<file path="config.mk">
export PLATFORM = sky130hd
export DESIGN_NAME = svp_divider
export DESIGN_NICKNAME = d
export VERILOG_FILES = /design/src/rtl/core/svp_pkg.sv /design/src/rtl/core/svp_divider.sv
export SDC_FILE = /design/constraint.sdc
export NUM_CORES = 2
export LEC_CHECK = 0
export ABC_AREA = 1
export ABC_CLOCK_PERIOD_IN_PS = 5800
export BUFFER_PORTS_ARGS = -buffer_cell sky130_fd_sc_hd__buf_2
export CORE_ASPECT_RATIO = 0.75
export CORE_UTILIZATION = 50
export DETAILED_ROUTE_END_ITERATION = 10
export MAX_ROUTING_LAYER = met4
export PLACE_DENSITY = 0.66
export SYNTH_ARGS = -nofsm -noshare
export SYNTH_HDL_FRONTEND = slang
export SYNTH_MEMORY_MAX_BITS = 65536
export SYNTH_SLANG_ARGS = --single-unit
</file>
<file path="constraint.sdc">
create_clock -name clk -period 5.8 [get_ports clk]
set_input_delay 1.74 -clock clk [delete_from_list [all_inputs] [get_ports clk]]
set_output_delay 1.74 -clock clk [all_outputs]
set_load 0.01 [all_outputs]
</file>
<file path="src/rtl/core/svp_pkg.sv">
// Shared types, codes and constants for the sensor value converter.
// Used by every module of the block; it depends on nothing else.
`timescale 1ns / 1ps

package svp_pkg;

  localparam int DEFAULT_FRAC_BITS = 8;
  localparam int NUM_W = 50;
  localparam int DVS_W = 16;
  localparam int DIV_STAGES = NUM_W / 2;
  localparam int VAL_W = 32;
  localparam int CFG_W = 32;
  localparam int CFG_IDX_W = 3;

  localparam logic [CFG_IDX_W-1:0] CFG_MODE  = 3'd0;
  localparam logic [CFG_IDX_W-1:0] CFG_DEPTH = 3'd1;
  localparam logic [CFG_IDX_W-1:0] CFG_X1    = 3'd2;
  localparam logic [CFG_IDX_W-1:0] CFG_X2    = 3'd3;
  localparam logic [CFG_IDX_W-1:0] CFG_Y1    = 3'd4;
  localparam logic [CFG_IDX_W-1:0] CFG_Y2    = 3'd5;

  localparam logic [2:0] MODE_NONE   = 3'd0;
  localparam logic [2:0] MODE_ZERO   = 3'd1;
  localparam logic [2:0] MODE_LINEAR = 3'd2;
  localparam logic [2:0] MODE_TEMP   = 3'd3;
  localparam logic [2:0] MODE_TEMPHI = 3'd4;

  localparam logic [4:0] DEPTH_MIN = 5'd6;
  localparam logic [4:0] DEPTH_MAX = 5'd16;

  typedef enum logic [3:0] {
    ST_OK, ST_INIT, ST_INVALID, ST_FUNCTION, ST_GENERIC,
    ST_RESERVED, ST_OEM, ST_PRODUCTION, ST_UNEXPECTED, ST_NOTCONV
  } status_t;

  typedef enum logic [1:0] {SEL_CONST, SEL_LIN, SEL_TEMP} sel_t;

  typedef enum logic [1:0] {TK_DEF12, TK_DEF10, TK_DEF8, TK_HI12} temp_kind_t;

  typedef struct packed {
    sel_t                     sel;
    status_t                  status;
    logic                     neg;
    logic signed [VAL_W-1:0]  const_val;
  } side_t;

  function automatic status_t top_code_status(input logic [2:0] k);
    status_t s;
    unique case (k)
      3'd0: s = ST_INVALID;
      3'd1: s = ST_FUNCTION;
      3'd2: s = ST_GENERIC;
      3'd5: s = ST_OEM;
      3'd6: s = ST_PRODUCTION;
      default: s = ST_RESERVED;
    endcase
    return s;
  endfunction

  // slope * (offset * 100 - 27315) for each temperature scale.
  function automatic logic signed [24:0] temp_offset(input temp_kind_t k);
    logic signed [24:0] v;
    unique case (k)
      TK_DEF12: v = -25'sd58520;
      TK_DEF10: v = -25'sd21260;
      TK_DEF8:  v = -25'sd5315;
      TK_HI12:  v = -25'sd21945;
      default:  v = '0;
    endcase
    return v;
  endfunction

  // 100 * slope for each temperature scale.
  function automatic logic signed [16:0] temp_divisor(input temp_kind_t k);
    logic signed [16:0] v;
    unique case (k)
      TK_DEF12: v = 17'sd800;
      TK_DEF10: v = 17'sd400;
      TK_DEF8:  v = 17'sd100;
      TK_HI12:  v = 17'sd300;
      default:  v = 17'sd1;
    endcase
    return v;
  endfunction

endpackage

</file>
<file path="src/rtl/core/svp_divider.sv">
// Pipelined restoring divider, two quotient bits per register stage.
// Depends on svp_pkg; carries the side information of each item alongside.
`timescale 1ns / 1ps

module svp_divider (
  input  logic                          clk,
  input  logic                          rst,
  input  logic                          adv,
  input  logic                          i_valid,
  input  logic [svp_pkg::NUM_W-1:0]     i_dvd,
  input  logic [svp_pkg::DVS_W-1:0]     i_dvs,
  input  svp_pkg::side_t                i_side,
  output logic                          o_valid,
  output logic [svp_pkg::NUM_W-1:0]     o_quo,
  output svp_pkg::side_t                o_side
);

  localparam int NW = svp_pkg::NUM_W;
  localparam int DW = svp_pkg::DVS_W;
  localparam int NS = svp_pkg::DIV_STAGES;

  logic [NS-1:0]  vld;
  logic [DW-1:0]  rem_q [0:NS-1];
  logic [NW-1:0]  dvd_q [0:NS-1];
  logic [NW-1:0]  quo_q [0:NS-1];
  logic [DW-1:0]  dvs_q [0:NS-1];
  svp_pkg::side_t side_q [0:NS-1];

  logic [DW-1:0]  rem_s [0:NS-1];
  logic [NW-1:0]  dvd_s [0:NS-1];
  logic [NW-1:0]  quo_s [0:NS-1];
  logic [DW-1:0]  dvs_s [0:NS-1];
  svp_pkg::side_t side_s [0:NS-1];

  logic [DW-1:0]  rem_n [0:NS-1];
  logic [1:0]     qb_n  [0:NS-1];

  always_comb begin
    rem_s[0]  = '0;
    dvd_s[0]  = i_dvd;
    quo_s[0]  = '0;
    dvs_s[0]  = i_dvs;
    side_s[0] = i_side;
    for (int s = 1; s < NS; s++) begin
      rem_s[s]  = rem_q[s-1];
      dvd_s[s]  = dvd_q[s-1];
      quo_s[s]  = quo_q[s-1];
      dvs_s[s]  = dvs_q[s-1];
      side_s[s] = side_q[s-1];
    end
  end

  always_comb begin
    logic [DW:0]   t1;
    logic [DW:0]   t2;
    logic [DW-1:0] r1;
    for (int s = 0; s < NS; s++) begin
      t1 = {rem_s[s], dvd_s[s][NW-1]};
      qb_n[s][1] = (t1 >= {1'b0, dvs_s[s]});
      r1 = qb_n[s][1] ? DW'(t1 - {1'b0, dvs_s[s]}) : DW'(t1);
      t2 = {r1, dvd_s[s][NW-2]};
      qb_n[s][0] = (t2 >= {1'b0, dvs_s[s]});
      rem_n[s] = qb_n[s][0] ? DW'(t2 - {1'b0, dvs_s[s]}) : DW'(t2);
    end
  end

  always_ff @(posedge clk) begin
    if (rst) begin
      vld <= '0;
    end else if (adv) begin
      vld <= {vld[NS-2:0], i_valid};
    end
  end

  always_ff @(posedge clk) begin
    if (adv) begin
      for (int s = 0; s < NS; s++) begin
        rem_q[s]  <= rem_n[s];
        dvd_q[s]  <= dvd_s[s] << 2;
        quo_q[s]  <= {quo_s[s][NW-3:0], qb_n[s]};
        dvs_q[s]  <= dvs_s[s];
        side_q[s] <= side_s[s];
      end
    end
  end

  assign o_valid = vld[NS-1];
  assign o_quo   = quo_q[NS-1];
  assign o_side  = side_q[NS-1];

endmodule

</file>
==> impl_metrics.toml <==
[run_status]
outcome = "finished clean"

[synthesis]
ys.flop_type = "edfxtp_1"
yosysSeqAreaShare = 0.6297
syn_avg_cell_area_um2 = 11.12
netlist.area_leader.share = 0.6262
post-synth-top-count-cell = "nand2_1"
synth_area_leaders = "edfxtp_1, nand2_1, ha_1, inv_1, nand3_1"
async_flop_share = 0
ys_ff_latch = 3018
syn_nets = 13850
synth_commonest_cells = "nand2_1, edfxtp_1, inv_1, nand3_1, ha_1"
netlist_area_um2 = 143500
synth_edf_count = 2993
synth_top_cell_by_area = "edfxtp_1"
netlist_instances = 12910
ys_warn_count = 0
synth.distinct_cells = 60

[sta]
final-hold-violation-count = 0
worst_pin_slew_ps = 1140
worst_slew_margin_rel = 0.2403
slew_violations = 0
period_share = 0.8648
setup_tns_ps = 0
post-route-min-period_ps = 5016
fin_worst_skew_ps = 84.99
setup_violations = 0
finalHoldWorstSlack_ps = 352.2
rsz0062_at_grt = "no"
max_freq_ghz = 0.1994

[clock_tree]
cts_setup_buffers = 0
cts_tree = "built"
clockRootBuffer = "clkbuf_16"
h-tree-depth = 5
cts-resized-gates = 0
cts_made_buffers = 301
path_clk_slew_ps = 60
clkLatencyLatePin_ps = 870
cts_hold_buf = 0
cts_num_sinks = 3018
cts_buffer_depth = 4

[setup_path]
worstSetupEndpointType = "flop"
crit_path_start_kind = "flop"
cp.required_ps = 6350
crit_arrival_ps = 5560
r2r_slack_ps = 780
r2r-start = "dvs_q[2][24]"
r2r-end = "rem_q[2][40]"
ff2ff_path_depth = 23
path_max_fanout = 17
path_class = "reg -> reg"

[die]
die-area_um2 = 289200
fp.coreArea_um2 = 284200
initial_core_util = 0.5050
io_pins = 199
rows = 169
die_width_um = 620.7
die_y_um = 466.0

[hold_path]
hold_start = "quo_q[0][755]"
hold_depth = 0
worstHoldPathType = "reg -> reg"
min_to = "quo_q[1][7]"

[detailed_routing]
vias_per_cell = 5.296
dr.pass1.iters = 7
via_count = 91750
routed_wl_um = 330200
drt_iter0_drc = 8258
wl_per_cell_um = 19.06
drc_errors = 0
ant_nets = 0

[flow_run]
drv_cap = 0

[grt]
grt_overflow = 0
grt_max_degree = 123
grt_pass1_wl_um = 504500
grt_use_total = 0.2316
first_global_vias = 86400
grt_antenna_before_repair = 10

[finish]
final_net_count = 14280
syn2layout_area_growth_pct = 10.66
fillers = 23940
drive_above_1_share = 0.08408
fin_util = 0.5589

[placement]
gp_congestion = 0.9363
port_buffers = 198
dpl.hpwl_um = 249300
[through the flow]
stage               instance area, um^2  instances  worst slack (ps)
finish                           158800      17330             784.4
floorplan                        143500      12910              1010
detailed placement               149100      16800             516.9
global placement                 149100      16800             592.5
CTS                              158800      17320             849.0
global route                     158800      17330             366.5
[worst max-delay path, stage by stage (launching register included)]
cell and delay, ps:
edfxtp_1 440, inv_1 150, ha_1 290, nand2_1 190, inv_1 120, a21oi_1 180, nand3_1 260, nand3_1 190
nand2_1 110, inv_1 260, buf_4 280, nand2_1 70, o21ai_1 130, ha_1 320, a21oi_1 250, o21ai_0 160
a21oi_1 140, nand2_1 180, nand2_1 110, nand2_1 90, nand2_2 90, nand3_2 360, nand2_1 180, nand2_1 130
[state kept, by name (all words and copies together), names as in the netlist]
signal,flops
side_q,975
quo_q,650
dvd_q,600
dvs_q,384
rem_q,384
vld,25
[area by class of cell]
cell class                      count  area [um^2]  area share
Clock inverter                    177         1929     0.01215
Clock buffer                      349         7796     0.04909
Sequential cell                  3018        90380      0.5690
Tap cell                         3762         4707     0.02964
Multi-Input combinational cell   8286        46310      0.2916
Timing Repair Buffer              358         2532     0.01595
Inverter                         1371         5159     0.03248
Antenna cell                        5        12.51  0.00007878
[how the worst max path moves through the flow]
stage / startpoint / endpoint / slack [ps] / cells after the start
2_1_floorplan: i_dvd[49] / rem_q[0][15] / 1010 / 25
3_3_place_gp: i_dvd[49] / rem_q[0][12] / 590 / 24
3_5_place_dp: i_dvd[49] / rem_q[0][0] / 520 / 24
4_1_cts: dvs_q[1][107] / rem_q[1][125] / 850 / 23
5_1_grt: dvs_q[1][107] / rem_q[1][112] / 370 / 23
6_report: dvs_q[2][24] / rem_q[2][40] / 780 / 23
[logic make-up (layout without fill, tap and decap cells)]
logic type	count (synthesis)	after routing	synth area share
and+or+nand+nor	5734	5734	0.1711
DFF	3018	3018	0.6297
buffers and inverters	1601	2255	0.04768
AOI/OAI and AO/OA	1256	1256	0.04812
adders and majority gates	834	834	0.07521
xor gates and xnor gates	462	462	0.02819
other	0	5	0
[cells in the final DEF, fill, tap and decap left out, types with 25 or more instances in the layout]
| cell type | n |
|---|---|
| a21o_1 | 36 |
| a21oi_1 | 660 |
| a31oi_1 | 37 |
| buf_12 | 27 |
| buf_2 | 197 |
| buf_4 | 134 |
| bufinv_16 | 28 |
| clkbuf_1 | 43 |
| clkbuf_16 | 304 |
| clkinv_1 | 53 |
| clkinv_2 | 38 |
| dfxtp_1 | 25 |
| edfxtp_1 | 2993 |
| fa_1 | 48 |
| ha_1 | 786 |
| inv_1 | 1338 |
| inv_2 | 28 |
| nand2_1 | 3679 |
| nand2_2 | 44 |
| nand3_1 | 902 |
| nand3_2 | 33 |
| nand3b_1 | 76 |
| nand4_1 | 119 |
| nor2_1 | 594 |
| nor2_2 | 30 |
| nor3_1 | 68 |
| nor4_1 | 27 |
| o21a_1 | 31 |
| o21ai_0 | 299 |
| o21ai_1 | 73 |
| o21ai_2 | 51 |
| or2_2 | 72 |
| xnor2_1 | 177 |
| xor2_1 | 285 |
[routing by layer]
layer | up-vias | global-route usage | share of wire
met4 | 0 | 0.05143 | 0.022
met2 | 2641 | 0.3131 | 0.40
li1 | 45210 | - | -
met1 | 43450 | 0.3629 | 0.51
met5 | - | - | 0
met3 | 454 | 0.03759 | 0.065
Power is left out: the tool's default activity adds up to more than one toggle a clock period on the data nets, which glitch-free logic cannot reach.
