**src/rtl/core/svp_pkg.sv**
```systemverilog
// Shared types, codes and constants for the sensor value converter.
// Used by every module of the block; it depends on nothing else.
`timescale 1ns / 1ps

package svp_pkg;

  localparam int DEFAULT_FRAC_BITS = 8;
  localparam int NUM_W = 50;
  localparam int DVS_W = 16;
  localparam int DIV_STAGES = NUM_W / 2;
  localparam int VAL_W = 32;
  localparam int CFG_W = 32;
  localparam int CFG_IDX_W = 3;

  localparam logic [CFG_IDX_W-1:0] CFG_MODE  = 3'd0;
  localparam logic [CFG_IDX_W-1:0] CFG_DEPTH = 3'd1;
  localparam logic [CFG_IDX_W-1:0] CFG_X1    = 3'd2;
  localparam logic [CFG_IDX_W-1:0] CFG_X2    = 3'd3;
  localparam logic [CFG_IDX_W-1:0] CFG_Y1    = 3'd4;
  localparam logic [CFG_IDX_W-1:0] CFG_Y2    = 3'd5;

  localparam logic [2:0] MODE_NONE   = 3'd0;
  localparam logic [2:0] MODE_ZERO   = 3'd1;
  localparam logic [2:0] MODE_LINEAR = 3'd2;
  localparam logic [2:0] MODE_TEMP   = 3'd3;
  localparam logic [2:0] MODE_TEMPHI = 3'd4;

  localparam logic [4:0] DEPTH_MIN = 5'd6;
  localparam logic [4:0] DEPTH_MAX = 5'd16;

  typedef enum logic [3:0] {
    ST_OK, ST_INIT, ST_INVALID, ST_FUNCTION, ST_GENERIC,
    ST_RESERVED, ST_OEM, ST_PRODUCTION, ST_UNEXPECTED, ST_NOTCONV
  } status_t;

  typedef enum logic [1:0] {SEL_CONST, SEL_LIN, SEL_TEMP} sel_t;

  typedef enum logic [1:0] {TK_DEF12, TK_DEF10, TK_DEF8, TK_HI12} temp_kind_t;

  typedef struct packed {
    sel_t                     sel;
    status_t                  status;
    logic                     neg;
    logic signed [VAL_W-1:0]  const_val;
  } side_t;

  function automatic status_t top_code_status(input logic [2:0] k);
    status_t s;
    unique case (k)
      3'd0: s = ST_INVALID;
      3'd1: s = ST_FUNCTION;
      3'd2: s = ST_GENERIC;
      3'd5: s = ST_OEM;
      3'd6: s = ST_PRODUCTION;
      default: s = ST_RESERVED;
    endcase
    return s;
  endfunction

  // slope * (offset * 100 - 27315) for each temperature scale.
  function automatic logic signed [24:0] temp_offset(input temp_kind_t k);
    logic signed [24:0] v;
    unique case (k)
      TK_DEF12: v = -25'sd58520;
      TK_DEF10: v = -25'sd21260;
      TK_DEF8:  v = -25'sd5315;
      TK_HI12:  v = -25'sd21945;
      default:  v = '0;
    endcase
    return v;
  endfunction

  // 100 * slope for each temperature scale.
  function automatic logic signed [16:0] temp_divisor(input temp_kind_t k);
    logic signed [16:0] v;
    unique case (k)
      TK_DEF12: v = 17'sd800;
      TK_DEF10: v = 17'sd400;
      TK_DEF8:  v = 17'sd100;
      TK_HI12:  v = 17'sd300;
      default:  v = 17'sd1;
    endcase
    return v;
  endfunction

endpackage

```
**src/rtl/core/svp_front.sv**
```systemverilog
// Front stages: error decode, operand forming, multiply and magnitude set-up.
// Depends on svp_pkg; feeds the divider with an unsigned dividend and divisor.
`timescale 1ns / 1ps

module svp_front #(
  parameter int VALUE_FRAC_BITS = svp_pkg::DEFAULT_FRAC_BITS
) (
  input  logic                                clk,
  input  logic                                rst,
  input  logic                                adv,
  input  logic                                in_valid,
  input  logic [15:0]                         raw_sample,
  input  logic [2:0]                          mode,
  input  logic [4:0]                          depth,
  input  logic signed [svp_pkg::VAL_W-1:0]    x1,
  input  logic signed [svp_pkg::VAL_W-1:0]    x2,
  input  logic [15:0]                         y1,
  input  logic [15:0]                         y2,
  output logic                                o_valid,
  output logic [svp_pkg::NUM_W-1:0]           o_dvd,
  output logic [svp_pkg::DVS_W-1:0]           o_dvs,
  output svp_pkg::side_t                      o_side
);

  localparam int NW = svp_pkg::NUM_W;
  localparam int VW = svp_pkg::VAL_W;
  localparam int DVS_W_L = svp_pkg::DVS_W;

  logic [4:0]             d_cl;
  logic [16:0]            maxv;
  logic [16:0]            highv;
  logic [16:0]            raw17;
  svp_pkg::status_t       chk;
  svp_pkg::side_t         side1_next;
  svp_pkg::temp_kind_t    tk_next;

  logic                   s1_valid;
  svp_pkg::side_t         s1_side;
  svp_pkg::temp_kind_t    s1_tk;
  logic [15:0]            s1_raw;
  logic signed [32:0]     s1_dx;
  logic signed [16:0]     s1_dr;
  logic signed [16:0]     s1_dy;

  logic signed [24:0]     tbase;
  logic signed [NW-1:0]   tnum;
  logic                   s2_valid;
  svp_pkg::side_t         s2_side;
  logic signed [NW-1:0]   s2_num;
  logic signed [16:0]     s2_den;

  logic [NW-1:0]          mag_num;
  logic [DVS_W_L-1:0]     mag_den;
  svp_pkg::side_t         side3_next;

  always_comb begin
    priority if (depth < svp_pkg::DEPTH_MIN) begin
      d_cl = svp_pkg::DEPTH_MIN;
    end else if (depth > svp_pkg::DEPTH_MAX) begin
      d_cl = svp_pkg::DEPTH_MAX;
    end else begin
      d_cl = depth;
    end
    maxv  = 17'((17'd1 << d_cl) - 17'd1);
    highv = 17'(maxv - 17'd7);
    raw17 = {1'b0, raw_sample};
    priority if (raw_sample == 16'd0) begin
      chk = svp_pkg::ST_INIT;
    end else if (raw17 > maxv) begin
      chk = svp_pkg::ST_PRODUCTION;
    end else if (raw17 >= highv) begin
      chk = svp_pkg::top_code_status(3'(raw17 - highv));
    end else begin
      chk = svp_pkg::ST_OK;
    end
  end

  always_comb begin
    side1_next.sel       = svp_pkg::SEL_CONST;
    side1_next.status    = svp_pkg::ST_NOTCONV;
    side1_next.neg       = 1'b0;
    side1_next.const_val = '0;
    tk_next              = svp_pkg::TK_DEF12;
    priority if (mode == svp_pkg::MODE_ZERO) begin
      side1_next.status = (raw_sample != 16'd0) ? svp_pkg::ST_UNEXPECTED : svp_pkg::ST_OK;
    end else if (mode == svp_pkg::MODE_LINEAR) begin
      side1_next.status = chk;
      if (chk != svp_pkg::ST_OK) begin
        side1_next.const_val = VW'(-32'sd999 <<< VALUE_FRAC_BITS);
      end else begin
        side1_next.sel = svp_pkg::SEL_LIN;
      end
    end else if (mode == svp_pkg::MODE_TEMP || mode == svp_pkg::MODE_TEMPHI) begin
      side1_next.status = chk;
      priority if (chk != svp_pkg::ST_OK) begin
        side1_next.const_val = '0;
      end else if (d_cl != 5'd8 && d_cl != 5'd10 && d_cl != 5'd12) begin
        side1_next.const_val = VW'(-32'sd1 <<< VALUE_FRAC_BITS);
      end else if (mode == svp_pkg::MODE_TEMPHI) begin
        if (d_cl != 5'd12) begin
          side1_next.const_val = VW'(-32'sd3 <<< VALUE_FRAC_BITS);
        end else begin
          side1_next.sel = svp_pkg::SEL_TEMP;
          tk_next        = svp_pkg::TK_HI12;
        end
      end else begin
        side1_next.sel = svp_pkg::SEL_TEMP;
        priority if (d_cl == 5'd12) begin
          tk_next = svp_pkg::TK_DEF12;
        end else if (d_cl == 5'd10) begin
          tk_next = svp_pkg::TK_DEF10;
        end else begin
          tk_next = svp_pkg::TK_DEF8;
        end
      end
    end else begin
      side1_next.status = svp_pkg::ST_NOTCONV;
    end
  end

  always_ff @(posedge clk) begin
    if (rst) begin
      s1_valid <= 1'b0;
      s2_valid <= 1'b0;
      o_valid  <= 1'b0;
    end else if (adv) begin
      s1_valid <= in_valid;
      s2_valid <= s1_valid;
      o_valid  <= s2_valid;
    end
  end

  always_ff @(posedge clk) begin
    if (adv) begin
      s1_side <= side1_next;
      s1_tk   <= tk_next;
      s1_raw  <= raw_sample;
      s1_dx   <= 33'({x2[VW-1], x2}) - 33'({x1[VW-1], x1});
      s1_dr   <= signed'({1'b0, raw_sample}) - signed'({1'b0, y1});
      s1_dy   <= signed'({1'b0, y2}) - signed'({1'b0, y1});
    end
  end

  always_comb begin
    tbase = signed'({9'd0, s1_raw}) * 25'sd100 + svp_pkg::temp_offset(s1_tk);
    tnum  = NW'(tbase) <<< VALUE_FRAC_BITS;
  end

  always_ff @(posedge clk) begin
    if (adv) begin
      s2_side <= s1_side;
      if (s1_side.sel == svp_pkg::SEL_LIN) begin
        s2_num <= NW'(s1_dx * s1_dr);
        s2_den <= s1_dy;
      end else begin
        s2_num <= tnum;
        s2_den <= svp_pkg::temp_divisor(s1_tk);
      end
    end
  end

  always_comb begin
    side3_next = s2_side;
    mag_num = s2_num[NW-1] ? NW'(-s2_num) : NW'(s2_num);
    mag_den = s2_den[16] ? DVS_W_L'(-s2_den) : DVS_W_L'(s2_den);
    side3_next.neg = s2_num[NW-1] ^ s2_den[16];
    if (s2_side.sel == svp_pkg::SEL_LIN && s2_den == 17'sd0) begin
      side3_next.sel = svp_pkg::SEL_CONST;
      priority if (s2_num > 0) begin
        side3_next.const_val = {1'b0, {(VW-1){1'b1}}};
      end else if (s2_num < 0) begin
        side3_next.const_val = {1'b1, {(VW-1){1'b0}}};
      end else begin
        side3_next.const_val = x1;
      end
      mag_den = DVS_W_L'(1);
    end
  end

  always_ff @(posedge clk) begin
    if (adv) begin
      o_side <= side3_next;
      o_dvs  <= mag_den;
      o_dvd  <= NW'(mag_num + NW'(mag_den >> 1));
    end
  end

endmodule

```
**config.mk**
```make
export PLATFORM = sky130hd
export DESIGN_NAME = svp_front
export DESIGN_NICKNAME = d
export VERILOG_FILES = /design/src/rtl/core/svp_pkg.sv /design/src/rtl/core/svp_front.sv
export SDC_FILE = /design/constraint.sdc
export NUM_CORES = 2
export LEC_CHECK = 0
export BUFFER_PORTS_ARGS = -buffer_cell sky130_fd_sc_hd__buf_2
export CORE_ASPECT_RATIO = 0.8
export CORE_MARGIN = 8
export CORE_UTILIZATION = 40
export CTS_CLUSTER_SIZE = 28
export DETAILED_ROUTE_END_ITERATION = 10
export HOLD_SLACK_MARGIN = 0.08
export SYNTH_ARGS = -nofsm -noshare
export SYNTH_HDL_FRONTEND = slang
export SYNTH_SLANG_ARGS = --single-unit
```
**constraint.sdc**
```tcl
create_clock -name clk -period 8.8 [get_ports clk]
set_clock_uncertainty 0.05 [all_clocks]
set_input_delay 1.76 -clock clk [delete_from_list [all_inputs] [get_ports clk]]
set_output_delay 1.76 -clock clk [all_outputs]
set_load 0.005 [all_outputs]
```
==> metrics.txt <==
CTS Root Cell=clkbuf_16; critical path type=register to register; Final Cycle Share=89.02%; R2R depth=21; Post-Synthesis Cells=4,034; RSZ-0062 raised after global routing=false; crit-path max FO=25; setup violators final=0; CP arrival=about 8100 ps; die area=between 0.1 and 0.15 mm²; via count=28,570; DP Area=a little over 0.04 mm²; crit path cell chain=buf_4 -> and2_1 -> fa_1 -> fa_1 -> ha_1 -> inv_1 -> fa_1 -> inv_1 -> fa_1 -> fa_1 -> ha_1 -> a2111oi_0 -> o21ai_0 -> a41oi_1 -> o211ai_1 -> a21oi_1 -> o22ai_1 -> a31oi_1 -> o21ai_0 -> xor2_1 -> a21o_1; WL per Instance=~19 µm; fill count=9,305; Placed Cells=between 5,000 and 6,000; Bufs on Longest Clock Path=3; Hold Path Sink=s2_side[30]$_DFFE_PP_; Slew Viols, Final=0; area grow syn2layout=9.367%; design area=between 0.04 and 0.05 mm²; clk_lat worst skew=~570 ps; CP top delay family=adder cells; dpl hpwl=around 85,000 µm; row cnt=102; WP buf/inv=3; Util after Layout=between 40% and 50%; launch point of the worst reg-to-reg path=s1_dr[2]$_DFFE_PP_; Post-synth EDFFs=275; ys flop type=edfxtp_1; r2r setup slk=~970 ps; Hold Path Origin=s1_side[30]$_SDFFCE_PP0P_; Critical Path Most Common Cell=fa_1; CTS tree=yes; GRT Residual Overflow=0; Rel. slew slack=between 20% and 30%; post-layout min period=slightly below 8000 ps; Worst-path clk slew=about 70 ps; Fin Setup TNS=0 ps; worst r2r dst=s2_num[45]$_DFFE_PP_; vias in the first global route=29,070; Die H=293.7 µm; initial antenna violation count=1; post-synthesis sequential area ratio=about 22%; Least-Margin Pin Slew=around 1200 ps; drc violations=0; Post-Route WL=103,400 µm; Hold Crit Class=register to register; 1st-iter DRT viols=approximately 2,100; Inserted Clock Buffers=34; htree depth=2; Syn. warnings=0; Critical Path RT=slightly above 9000 ps; CP Launch Type=register; synth unique cells=between 90 and 100; Hold Fails Final Rpt=0; Synth Cell Area=0.03855 mm²; Placer Congestion=between 0.9 and 1; clk sinks=approximately 280; vias per cell=5.185; PostCTS Resize Cnt=0; DRT Pass-1 Iters=5; first-pass GRT wire length=between 150,000 and 200,000 µm; proportion of layout cells with a drive suffix above 1=8.553%; share of synthesized registers carrying an async set or reset=0%; Ports=230; DRT antenna net count=0; Hold Path Stages=0; Mean Syn Cell Area=roughly 9.6 µm²; Die X=around 360 µm; number of synthesized register bits=278; status=completed; # Post-CTS Setup Buffers=0; Critical-path top delay cell=edfxtp_1; non-filler instance count after layout=5,510; Worst path max stage delay=about 1000 ps; largest net degree at the start of global routing=about 170; Critical Path Sink Type=register; core box area=roughly 0.096 mm²; GRT Util Overall=19.31%; PortBufs=~230; initial core utilization=roughly 40%; MaxCap Viol Count=0; nets=a little over 5,000; fmax=around 130 MHz; CTS Hold Bufs=0
cell type report:
class	count	area, µm²	share of cell area (%)
clock inverters	19	247.7	0.5876
multi-input cells	2955	27210	64.55
well taps	1300	1627	3.858
flip-flops and latches	278	8318	19.73
diodes	1	2.502	0.005936
inverters	662	2485	5.894
clock buffers	41	908.4	2.155
repair buffers	254	1356	3.217
worst max path at each step:
stage | startpoint | end | slack (ps) | depth (start not counted)
finish | s1_dr[2]$_DFFE_PP_ | s2_num[45]$_DFFE_PP_ | 970 | 21
global route | s1_dr[2]$_DFFE_PP_ | s2_num[45]$_DFFE_PP_ | 440 | 21
CTS | s1_dr[4]$_DFFE_PP_ | s2_num[48]$_DFFE_PP_ | 930 | 22
detailed placement | s1_dr[4]$_DFFE_PP_ | s2_num[48]$_DFFE_PP_ | 980 | 22
global placement | s1_dr[4]$_DFFE_PP_ | s2_num[48]$_DFFE_PP_ | 1110 | 20
floorplan | s1_dx[8]$_DFFE_PP_ | s2_num[48]$_DFFE_PP_ | 2090 | 23
synthesized netlist by cell type (20+ instances only):
master    instances  area share (%)
nor2_1          155             1.5
fa_1            553              29
nand2b_1         57            0.93
a21o_1           72             1.4
nor2b_1          39            0.63
nand2_1         487             4.7
inv_1           662             6.4
nand3_1          34            0.44
or3_1            28            0.45
nor4_1           24            0.39
o21a_1           24            0.47
o21ai_0         151             2.0
and2_1          225             3.7
edfxtp_1        275              21
xor2_1           74             1.7
o31ai_1          29            0.56
a21oi_1         152             2.0
and3_1           22            0.36
clkbuf_1        142             1.4
xnor2_1         162             3.7
nor3_1           48            0.62
o211ai_1         20            0.39
ha_1            302             9.8
stage by stage:
stage / hold WS (ps) / worst slack [ps]
final: 367.0 / 965.9
after detailed placement: 354.5 / 979.5
after global routing: 371.2 / 435.1
after floorplan: 350.3 / 2090
after CTS: 368.6 / 929.5
after global placement: 354.4 / 1110
flip-flops by register name, summed over array words and instances, names as in the netlist, 2 cells and up:
name / cells
s2_side: 9
o_side: 39
s1_tk: 2
s1_dx: 33
s2_num: 50
s1_side: 9
o_dvs: 16
s1_raw: 16
s1_dr: 17
s1_dy: 17
s2_den: 17
o_dvd: 50
cell usage in the layout (no fill, tap or decap), drive strengths merged, types with 24 or more instances in the layout:
cell type and n:
edfxtp 275, o21a 24, a21o 72, xnor2 162, a21oi 152, nand2 488
ha 302, inv 666, xor2 74, or3 30, nand3 34, clkbuf 41
nor3 50, nand2b 57, fa 553, nor4 29, o21ai 151, o31ai 29
nor2 155, buf 254, nor2b 39, and2 225
kinds of logic (layout without fill, tap and decap cells):
family / after synthesis / after routing / share of synthesized area [%]
compound gates: 624 / 624 / 10.50
xor+xnor: 236 / 236 / 5.362
fa+ha+maj: 855 / 855 / 38.52
buf+inv: 813 / 976 / 7.988
flops: 278 / 278 / 21.58
mux: 9 / 9 / 0.2434
other cells: 2 / 15 / 0.01948
simple gates: 1217 / 1217 / 15.78
layer usage:
metal	track usage, %	share of wire (%)
met5	0	0
met4	2.507	1.0
met3	4.281	8.7
met2	27.08	40
met1	30.73	51
worst register-to-register path, stage by stage (launching register included):
cell and delay, ps:
edfxtp_1 1040, buf_4 310, and2_1 150, fa_1 420, fa_1 500, ha_1 140
inv_1 50, fa_1 530, inv_1 50, fa_1 470, fa_1 500, ha_1 390
a2111oi_0 400, o21ai_0 210, a41oi_1 430, o211ai_1 270, a21oi_1 450, o22ai_1 280
a31oi_1 330, o21ai_0 210, xor2_1 180, a21o_1 200
Power is not shown: default switching activity piles up to over one toggle a cycle in this logic, so the estimate is an artifact.
