--- config.mk ---
export PLATFORM = sky130hd
export DESIGN_NAME = svp_back
export DESIGN_NICKNAME = d
export VERILOG_FILES = /design/src/rtl/core/svp_pkg.sv /design/src/rtl/core/svp_back.sv
export SDC_FILE = /design/constraint.sdc
export NUM_CORES = 1
export LEC_CHECK = 0
export CAP_MARGIN = 20
export CORE_ASPECT_RATIO = 0.5
export CORE_MARGIN = 2
export CORE_UTILIZATION = 30
export CTS_CLUSTER_DIAMETER = 80
export DETAILED_ROUTE_END_ITERATION = 8
export DONT_BUFFER_PORTS = 1
export PLACE_DENSITY = 0.44
export SKIP_CTS_REPAIR_TIMING = 1
export SKIP_LAST_GASP = 1
export SLEW_MARGIN = 20
export SYNTH_ARGS = -nofsm -noshare
export SYNTH_HDL_FRONTEND = slang
export SYNTH_SLANG_ARGS = --single-unit
--- constraint.sdc ---
create_clock -name clk -period 10.4 [get_ports clk]
set_input_delay 1.04 -clock clk [delete_from_list [all_inputs] [get_ports clk]]
set_output_delay 1.04 -clock clk [all_outputs]
set_load 0.005 [all_outputs]
--- src/rtl/core/svp_pkg.sv ---
// Shared types, codes and constants for the sensor value converter.
// Used by every module of the block; it depends on nothing else.
`timescale 1ns / 1ps

package svp_pkg;

  localparam int DEFAULT_FRAC_BITS = 8;
  localparam int NUM_W = 50;
  localparam int DVS_W = 16;
  localparam int DIV_STAGES = NUM_W / 2;
  localparam int VAL_W = 32;
  localparam int CFG_W = 32;
  localparam int CFG_IDX_W = 3;

  localparam logic [CFG_IDX_W-1:0] CFG_MODE  = 3'd0;
  localparam logic [CFG_IDX_W-1:0] CFG_DEPTH = 3'd1;
  localparam logic [CFG_IDX_W-1:0] CFG_X1    = 3'd2;
  localparam logic [CFG_IDX_W-1:0] CFG_X2    = 3'd3;
  localparam logic [CFG_IDX_W-1:0] CFG_Y1    = 3'd4;
  localparam logic [CFG_IDX_W-1:0] CFG_Y2    = 3'd5;

  localparam logic [2:0] MODE_NONE   = 3'd0;
  localparam logic [2:0] MODE_ZERO   = 3'd1;
  localparam logic [2:0] MODE_LINEAR = 3'd2;
  localparam logic [2:0] MODE_TEMP   = 3'd3;
  localparam logic [2:0] MODE_TEMPHI = 3'd4;

  localparam logic [4:0] DEPTH_MIN = 5'd6;
  localparam logic [4:0] DEPTH_MAX = 5'd16;

  typedef enum logic [3:0] {
    ST_OK, ST_INIT, ST_INVALID, ST_FUNCTION, ST_GENERIC,
    ST_RESERVED, ST_OEM, ST_PRODUCTION, ST_UNEXPECTED, ST_NOTCONV
  } status_t;

  typedef enum logic [1:0] {SEL_CONST, SEL_LIN, SEL_TEMP} sel_t;

  typedef enum logic [1:0] {TK_DEF12, TK_DEF10, TK_DEF8, TK_HI12} temp_kind_t;

  typedef struct packed {
    sel_t                     sel;
    status_t                  status;
    logic                     neg;
    logic signed [VAL_W-1:0]  const_val;
  } side_t;

  function automatic status_t top_code_status(input logic [2:0] k);
    status_t s;
    unique case (k)
      3'd0: s = ST_INVALID;
      3'd1: s = ST_FUNCTION;
      3'd2: s = ST_GENERIC;
      3'd5: s = ST_OEM;
      3'd6: s = ST_PRODUCTION;
      default: s = ST_RESERVED;
    endcase
    return s;
  endfunction

  // slope * (offset * 100 - 27315) for each temperature scale.
  function automatic logic signed [24:0] temp_offset(input temp_kind_t k);
    logic signed [24:0] v;
    unique case (k)
      TK_DEF12: v = -25'sd58520;
      TK_DEF10: v = -25'sd21260;
      TK_DEF8:  v = -25'sd5315;
      TK_HI12:  v = -25'sd21945;
      default:  v = '0;
    endcase
    return v;
  endfunction

  // 100 * slope for each temperature scale.
  function automatic logic signed [16:0] temp_divisor(input temp_kind_t k);
    logic signed [16:0] v;
    unique case (k)
      TK_DEF12: v = 17'sd800;
      TK_DEF10: v = 17'sd400;
      TK_DEF8:  v = 17'sd100;
      TK_HI12:  v = 17'sd300;
      default:  v = 17'sd1;
    endcase
    return v;
  endfunction

endpackage

--- src/rtl/core/svp_back.sv ---
// Output stage: applies the sign, adds x1 if linear, saturates, registers.
// Depends on svp_pkg; holds the result register seen at the output channel.
`timescale 1ns / 1ps

module svp_back (
  input  logic                              clk,
  input  logic                              rst,
  input  logic                              adv,
  input  logic                              i_valid,
  input  logic [svp_pkg::NUM_W-1:0]         i_quo,
  input  svp_pkg::side_t                    i_side,
  input  logic signed [svp_pkg::VAL_W-1:0]  x1,
  output logic                              out_valid,
  output logic signed [svp_pkg::VAL_W-1:0]  phys_value,
  output logic [3:0]                        status_code
);

  localparam int SW = svp_pkg::NUM_W + 2;
  localparam int VW = svp_pkg::VAL_W;

  logic signed [SW-1:0] sq;
  logic signed [SW-1:0] sum;
  logic signed [VW-1:0] val_next;

  always_comb begin
    sq  = i_side.neg ? -signed'({2'b00, i_quo}) : signed'({2'b00, i_quo});
    sum = (i_side.sel == svp_pkg::SEL_LIN) ? SW'(sq + SW'(x1)) : sq;
    priority if (i_side.sel == svp_pkg::SEL_CONST) begin
      val_next = i_side.const_val;
    end else if (sum > signed'(SW'({1'b0, {(VW-1){1'b1}}}))) begin
      val_next = {1'b0, {(VW-1){1'b1}}};
    end else if (sum < -signed'(SW'({1'b0, 1'b1, {(VW-1){1'b0}}}))) begin
      val_next = {1'b1, {(VW-1){1'b0}}};
    end else begin
      val_next = VW'(sum);
    end
  end

  always_ff @(posedge clk) begin
    if (rst) begin
      out_valid <= 1'b0;
    end else if (adv) begin
      out_valid <= i_valid;
    end
  end

  always_ff @(posedge clk) begin
    if (adv) begin
      phys_value  <= val_next;
      status_code <= i_side.status;
    end
  end

endmodule

==> results of run 1 <==
power groups by stage:
| stage | registers, mW | logic, mW | clock network, mW |
|---|---|---|---|
| after floorplan | 0.197 | 0.357 | 0 |
| after global placement | 0.202 | 0.464 | 0 |
| final | 0.198 | 0.465 | 0.178 |
| after CTS | 0.198 | 0.462 | 0.183 |
| after detailed placement | 0.202 | 0.459 | 0 |
| after global routing | 0.200 | 0.516 | 0.189 |
routing by layer:
metal / vias to the layer above / track usage / wire length, µm
li1: 3296 / - / -
met1: 3149 / 0.293 / 12300
met2: 176 / 0.332 / 10900
met3: 27 / 0.0238 / 1070
met4: 0 / 0.0700 / 635
met5: - / 0 / 0
kinds of logic after synthesis:
group,count (synthesis)
AOI/OAI and AO/OA,325
and+or+nand+nor,323
xor gates and xnor gates,90
buffers and inverters,66
adders and majority gates,53
DFF,37
muxes,7
final cells by class:
class                   instances  area (µm²)  share of cell area
flip-flops and latches         37        1100               0.156
inverters                      19        71.3              0.0101
multi-input cells             798        5300               0.753
well taps                     300         375              0.0533
diodes                          1        2.50            0.000355
clock buffers                   6         139              0.0197
repair buffers                  2        15.0             0.00213
clock inverters                 2        37.5             0.00533
registers in the layout, summed over array words and instances, names as in the netlist:
| signal | count |
|---|---|
| out_valid | 1 |
| phys_value | 32 |
| status_code | 4 |
worst max path at each step:
stage	startpoint	cells after the start	slack (ns)	to
final	i_quo[21]	20	2.82	phys_value[29]
after global routing	i_quo[5]	18	2.33	phys_value[29]
after CTS	i_quo[21]	20	2.83	phys_value[30]
after detailed placement	i_quo[21]	20	2.60	phys_value[30]
after global placement	i_quo[21]	20	2.48	phys_value[30]
after floorplan	i_quo[33]	25	4.07	phys_value[24]
critical path, cell delays in order:
cell	delay (ns)
or4_1	0.57
nor3b_1	0.55
nand3_1	0.42
or2_1	0.43
o31ai_1	0.28
xor2_1	0.25
inv_1	0.13
ha_1	0.42
a21oi_1	0.23
o21bai_1	0.11
a211oi_1	0.26
nor2_1	0.13
o311a_1	0.35
o2bb2ai_1	0.15
o211ai_1	0.17
or4_1	0.58
a2111oi_2	0.30
a31o_2	0.68
o211ai_1	0.42
a21oi_2	0.22
synth_stat cells, drive strengths merged, types with 3 or more instances:
cell and count:
and3 9, inv 19, nor4 4, o41ai 9, xor2 24, nor2b 7
nand3 17, and2 6, o21bai 8, nand2b 12, a21oi 108, a211oi 7
nor3 13, a211o 4, a311oi 3, a2111oi 3, nand2 110, edfxtp 36
a31oi 12, or4 10, o31a 3, ha 52, or2 6, o31ai 20
xnor2 66, a21boi 3, o21ai 65, mux2i 6, o21a 3, a22oi 3
buf 13, a21o 17, nand4 18, nor3b 3, or3 12, o211ai 38
clkbuf 34, nor2 89
==> impl_metrics.ini, run 1 <==
[outcome]
status = complete, no violations

[power_and_ir_drop]
comb_power_share = 0.553
p_int_mw = 0.481
switching_share = 0.429
p_seq_frac = 0.235
ir_drop_mv = 0.0611
power_switching_mw = 0.361
power_leakage_nw = 2.41
power_mw = 0.842
p_per_area_mw_per_mm2 = 120
clkPwrFrac = 0.212

[worst_setup_path]
arrival_ns = 7.72
rr_worst_depth = 2
r2r_slack_ns = 9.80
startpoint_type = input port
r2r_end = out_valid
cp.required_ns = 10.54
cp-end-kind = flip-flop
regToRegStartpoint = out_valid
path_max_fanout = 31
critPathKind = input port to flip-flop

[hold_path]
hp-class = flip-flop to flip-flop
holdCritStartpoint = out_valid
min_to = out_valid
hold_depth = 2

[synth]
syn-num-nets = 1079
yosys.area.top_type = edfxtp_1
synth_area_leaders = edfxtp_1, ha_1, xnor2_1, nand2_1, a21oi_1
ys_async_sr_fraction = 0
synthSimpleGateAreaFrac = 0.229
synth-compound-area-share = 0.333
synth_edf_count = 36
synth_ff_type = edfxtp_1
ys_seq_area_frac = 0.164
yosysWarnings = 0
syn_area_mm2 = 0.00670
synthXorXnorAreaFrac = 0.118
syn_area_per_cell_um2 = 7.43
synth_top_family_by_area = compound AO/OA/AOI/OAI gates
synth-adder-area-share = 0.100
synthMuxAreaShare = 0.0107
syn-instance-count = 901
ys_types = 75
ys_seq_elements = 37
synth_top_area_frac = 0.161

[placed_design]
pre_cts_slack_ns = 2.60
gp_congestion = 0.898
io_buffers = 0
dp_cells = 1156
dpl_cell_area_mm2 = 0.00686
dp_hpwl_mm = 20.6

[floorplanning]
die_area_mm2 = 0.0236
row_count = 38
start_util = 0.307
io_pins = 162
die_h_um = 110
die_x_um = 215
core_area_mm2 = 0.0218

[drt]
dr.first_iter.drc_count = 600
firstDrtPassIters = 5
ant_nets = 0
via_per_inst = 5.71
drc_errors = 0
vias = 6648
routed_wl_mm = 24.9
wl_per_cell_um = 21.3

[job]
maxCapViolCount = 0

[final_layout]
final_cell_mix = nand2_1, nor2_1, a21oi_1
drive_gt1_frac = 0.0683
final_nets = 1041
layout_commonest_cell = nand2_1
post-route-util = 0.323
fin_cells = 1165
area_delta_synth_final_pct = 5.18
stdcell_area_mm2 = 0.00704
nFillCells = 2409

[global_routing]
antenna_found_initial = 0
grt_usage = 0.208
grt_pass1_vias = 6258
grt_max_degree = 67
grt_overflow = 0
grt_pass1_wl_mm = 37.8

[cts]
cts_tree = done
clockBufferDepth = 2
clk_latency_ns = 0.28
cts_buffers = 5
root_buffer = clkbuf_16
cts.sinks = 37
htreeDepth = 2
cts.clk_slew.worst_paths_ns = 0.06

[timing]
clock_skew_ns = 0
hold_violations = 0
rsz0062_at_grt = false
period_share = 0.729
setup-tns-final_ns = 0
finalCriticalPeriod_ns = 7.58
slew_viol_final = 0
holdWs_ns = 0.532
timing.final.ws_setup_ns = 2.82
setup_viol = 0
worst_pin_slew_ns = 0.905
max_freq_mhz = 132
max-slew-margin-rel = 0.395
Power figures use the tool's default switching activity.
==> run 2, diff against run 1 <==
- clock period: 10.4 -> 7.3 ns (I/O delays scaled with it)
==> run 2 against run 1 <==
Critical path depth up 1. Via count up 2.6%. Clock power up 34%. Global-route usage down 0.41 points. Register-to-register slack worse by 3.1 ns. Core utilization up 0.52 points. Critical path type unchanged. Largest power group unchanged.
==> impl_metrics.ini, run 2 (synthesis results as in run 1) <==
[worst_setup_path]
arrival_ns = 6.60
path_max_fanout = 22
cp.required_ns = 7.43
startpoint_type = input port
cp-end-kind = flip-flop
critPathKind = input port to flip-flop

[final_layout]
layout_commonest_cell = nand2_1
area_delta_synth_final_pct = 6.88
post-route-util = 0.329
largest_reg_flops = 32
stdcell_area_mm2 = 0.00716
drive_gt1_frac = 0.0809
top_regs = phys_value x32, status_code x4, out_valid x1
final_cell_mix = nand2_1, nor2_1, a21oi_1
n_antenna_cell = 0
fin_cells = 1178
top_register = phys_value
final_nets = 1055

[timing]
finalCriticalPeriod_ns = 6.47
timing.final.ws_setup_ns = 0.831
clock_skew_ns = 0
slew_viol_final = 0
max_freq_mhz = 155
rsz0062_at_grt = false
holdWs_ns = 0.521
setup_viol = 0
max-slew-margin-rel = 0.376
setup-tns-final_ns = 0
hold_violations = 0
period_share = 0.886
worst_pin_slew_ns = 0.933

[global_routing]
grt_pass1_vias = 6442
antenna_found_initial = 0
grt_usage = 0.204
grt_pass1_wl_mm = 37.4
grt_max_degree = 59
grt_overflow = 0

[drt]
ant_nets = 0
vias = 6819
routed-wl-met2_mm = 11.0
via_per_inst = 5.79
dr.first_iter.drc_count = 523
wl_per_cell_um = 20.9
drc_errors = 0
wl_met3_mm = 1.14
firstDrtPassIters = 5
routed_wl_mm = 24.6
top_layer = met4
wl_met1_mm = 11.8

[placed_design]
io_buffers = 0
pre_cts_slack_ns = 0.645
dp_hpwl_mm = 20.6
gp_congestion = 0.911
dpl_cell_area_mm2 = 0.00699
dp_cells = 1170

[cts]
clockBufferDepth = 2
cts_buffers = 5
cts.clk_slew.worst_paths_ns = 0.05
htreeDepth = 2
clk_latency_ns = 0.27
root_buffer = clkbuf_16
cts_tree = done
cts.sinks = 37

[power_and_ir_drop]
p_per_area_mw_per_mm2 = 168
power_mw = 1.20
ir_drop_mv = 0.0878
power_leakage_nw = 2.48

[hold_path]
hp-class = input port to flip-flop

[floorplanning]
die_x_um = 215
die_h_um = 110
start_util = 0.307
die_area_mm2 = 0.0236
core_area_mm2 = 0.0218
io_pins = 162
row_count = 38

[outcome]
status = complete, no violations

[job]
maxCapViolCount = 0
## run 2: cell types whose count changed in the layout (fill, tap and decap cells not counted), sizes merged
cell / previous run / this run
buf: 2 / 16
clkinv: 0 / 1
clkinvlp: 1 / 0
diode: 1 / 0
## run 2: worst paths after layout
path                                start              to  slack (ns)  cells after the start
worst max-delay path            i_quo[25]  phys_value[18]        0.83                     21
worst max register to register  out_valid       out_valid        6.71                      2
worst min-delay path                  rst       out_valid        0.52                      1
worst min register to register  out_valid       out_valid        0.53                      2
## run 2: layout make-up
cell class | count | area, µm²
clock buffers | 6 | 129
clock inverters | 2 | 33.8
fillers | 2438 | 14600
inverters | 19 | 71.3
multi-input cells | 798 | 5300
flip-flops and latches | 37 | 1100
well taps | 300 | 375
repair buffers | 16 | 145
## run 2: worst max-delay path, cell delays in order
cell and delay [ns]:
or4_4 0.54, or2_1 0.30, or3_1 0.50, or2_1 0.37, o31ai_1 0.27, xor2_1 0.23
inv_1 0.11, ha_1 0.40, a21oi_1 0.24, o21bai_1 0.12, a211oi_1 0.27, nor2_1 0.11
o311a_1 0.33, o2bb2ai_1 0.20, o211ai_1 0.15, or4_1 0.56, a2111oi_2 0.29, a31o_2 0.29
buf_12 0.18, o211ai_1 0.21, a21oi_2 0.19
## run 2: metal layers
layer / vias to the layer above / GRT usage
li1: 3329 / -
met1: 3265 / 0.280
met2: 188 / 0.337
met3: 37 / 0.0249
met4: 0 / 0.0601
met5: - / 0
## run 2: where the power goes
group	total, mW	switching [mW]	internal, mW
clock	0.239	0.0787	0.160
sequential	0.282	0.0141	0.267
combinational	0.680	0.419	0.261
==> run 3, diff against run 2 <==
- CORE_MARGIN: 2 -> unset
- REMOVE_ABC_BUFFERS: unset -> 1
==> run 3 against run 2 <==
Sequential power about the same. Non-clock buffer count decreased by 6. Count of clock-buffer cells in the layout is 1 higher. Cell area down 0.52%. Critical path type unchanged. Critical endpoint is now phys_value[2]. Largest cell class unchanged.
==> impl_metrics.ini, run 3 (synthesis results as in run 1) <==
[cts]
root_buffer = clkbuf_16
htreeDepth = 2
cts_tree = done
cts_buffers = 5
clk_latency_ns = 0.29
clockBufferDepth = 2
cts.clk_slew.worst_paths_ns = 0.06
cts.sinks = 37

[global_routing]
grt_overflow = 0
grt_pass1_wl_mm = 36.9
grt_usage = 0.209
grt_max_degree = 54
antenna_found_initial = 0
grt_pass1_vias = 6400

[final_layout]
largest_reg_flops = 32
final_cell_mix = nand2_1, nor2_1, a21oi_1
area_delta_synth_final_pct = 6.32
top_regs = phys_value x32, status_code x4, out_valid x1
final_nets = 1049
multi_input_area_mm2 = 0.00530
stdcell_area_mm2 = 0.00712
regArea_mm2 = 0.00110
nFillCells = 2372
top_register = phys_value
fin_cells = 1172
n_antenna_cell = 0
drive_gt1_frac = 0.0757
layout_commonest_cell = nand2_1

[drt]
via_per_inst = 5.76
vias = 6756
routed-wl-met2_mm = 10.7
routed_wl_mm = 24.5
drc_errors = 0
wl_met1_mm = 12.0
top_layer = met4
wl_per_cell_um = 20.9
ant_nets = 0
firstDrtPassIters = 5
dr.first_iter.drc_count = 584
wl_met3_mm = 1.40

[placed_design]
io_buffers = 0
dpl_cell_area_mm2 = 0.00694
gp_congestion = 0.945
dp_cells = 1163
dp_hpwl_mm = 19.9

[worst_setup_path]
rr_worst_depth = 2
critPathSlowestCell = nor4_1
crit_chain = nor4_1, nor3b_1, nand3_1, or2_1, o31ai_1, xor2_1, inv_1, ha_1, a21oi_1, o21bai_1, a211oi_1, nor2_1, o311a_1, o2bb2ai_1, o211ai_1, or4_1, a2111oi_2, a31o_2, buf_12, a21bo_2, a21oi_2
critPathKind = input port to flip-flop
startpoint_type = input port
cpPeakStageDelay_ns = 0.60
cp-end-kind = flip-flop
r2r_slack_ns = 6.71
arrival_ns = 6.74
cp.required_ns = 7.46
regToRegStartpoint = out_valid
path_max_fanout = 31
r2r_end = out_valid

[power_and_ir_drop]
p_per_area_mw_per_mm2 = 167
ir_drop_mv = 0.0739
power_leakage_nw = 2.45

[floorplanning]
row_count = 38
die_area_mm2 = 0.0230
die_h_um = 108
io_pins = 162
die_x_um = 213
core_area_mm2 = 0.0218
start_util = 0.307

[timing]
finalCriticalPeriod_ns = 6.58
max_freq_mhz = 152
rsz0062_at_grt = false
max-slew-margin-rel = 0.354
slew_viol_final = 0
clock_skew_ns = 0
worst_pin_slew_ns = 0.966
period_share = 0.902
hold_violations = 0
setup_viol = 0
setup-tns-final_ns = 0

[outcome]
status = complete, no violations

[hold_path]
hp-class = input port to flip-flop
min_to = out_valid
hold_depth = 1
holdCritStartpoint = rst

[job]
maxCapViolCount = 0
[run 3: area by class of cell]
cell class	count	share of cell area
inverters	19	0.0100
repair buffers	10	0.0169
clock buffers	7	0.0200
well taps	300	0.0527
clock inverters	1	0.00105
multi-input cells	798	0.745
flip-flops and latches	37	0.155
[run 3: worst max path at each step]
stage,from,end,slack (ns),cells after the start
after floorplan,i_quo[25],phys_value[0],1.01,20
after global placement,i_quo[15],phys_value[2],0.65,21
after detailed placement,i_quo[15],phys_value[29],0.50,21
after CTS,i_quo[15],phys_value[29],0.80,21
after global routing,i_quo[15],phys_value[29],0.36,21
final,i_quo[15],phys_value[2],0.72,21
[run 3: per-stage QoR]
step           power [mW]  utilization  setup WS, ns  hold slack [ns]
6_report             1.19        0.327         0.718            0.505
5_1_grt              1.27        0.327         0.361            0.498
4_1_cts              1.18        0.326         0.800            0.496
3_5_place_dp        0.943        0.319         0.501            0.513
3_3_place_gp        0.945        0.319         0.645            0.509
2_1_floorplan       0.776            -          1.01            0.485
[run 3: power by group]
group          internal, mW  leakage (nW)  switching (mW)  total (mW)
Sequential            0.267         0.363          0.0136       0.281
Clock                 0.136        0.0701          0.0965       0.233
Combinational         0.258          2.02           0.414       0.672
[run 3: critical path, delay by kind of cell]
kind	cells	cell delay, ns
AOI/OAI and AO/OA	11	2.44
xor gates and xnor gates	1	0.23
adders and majority gates	1	0.41
buffers and inverters	2	0.32
and+or+nand+nor	6	2.58
[run 3: layer usage]
metal / vias up / track usage
met3: 20 / 0.0271
met5: - / 0
met2: 220 / 0.334
met1: 3211 / 0.301
met4: 0 / 0.0383
li1: 3305 / -
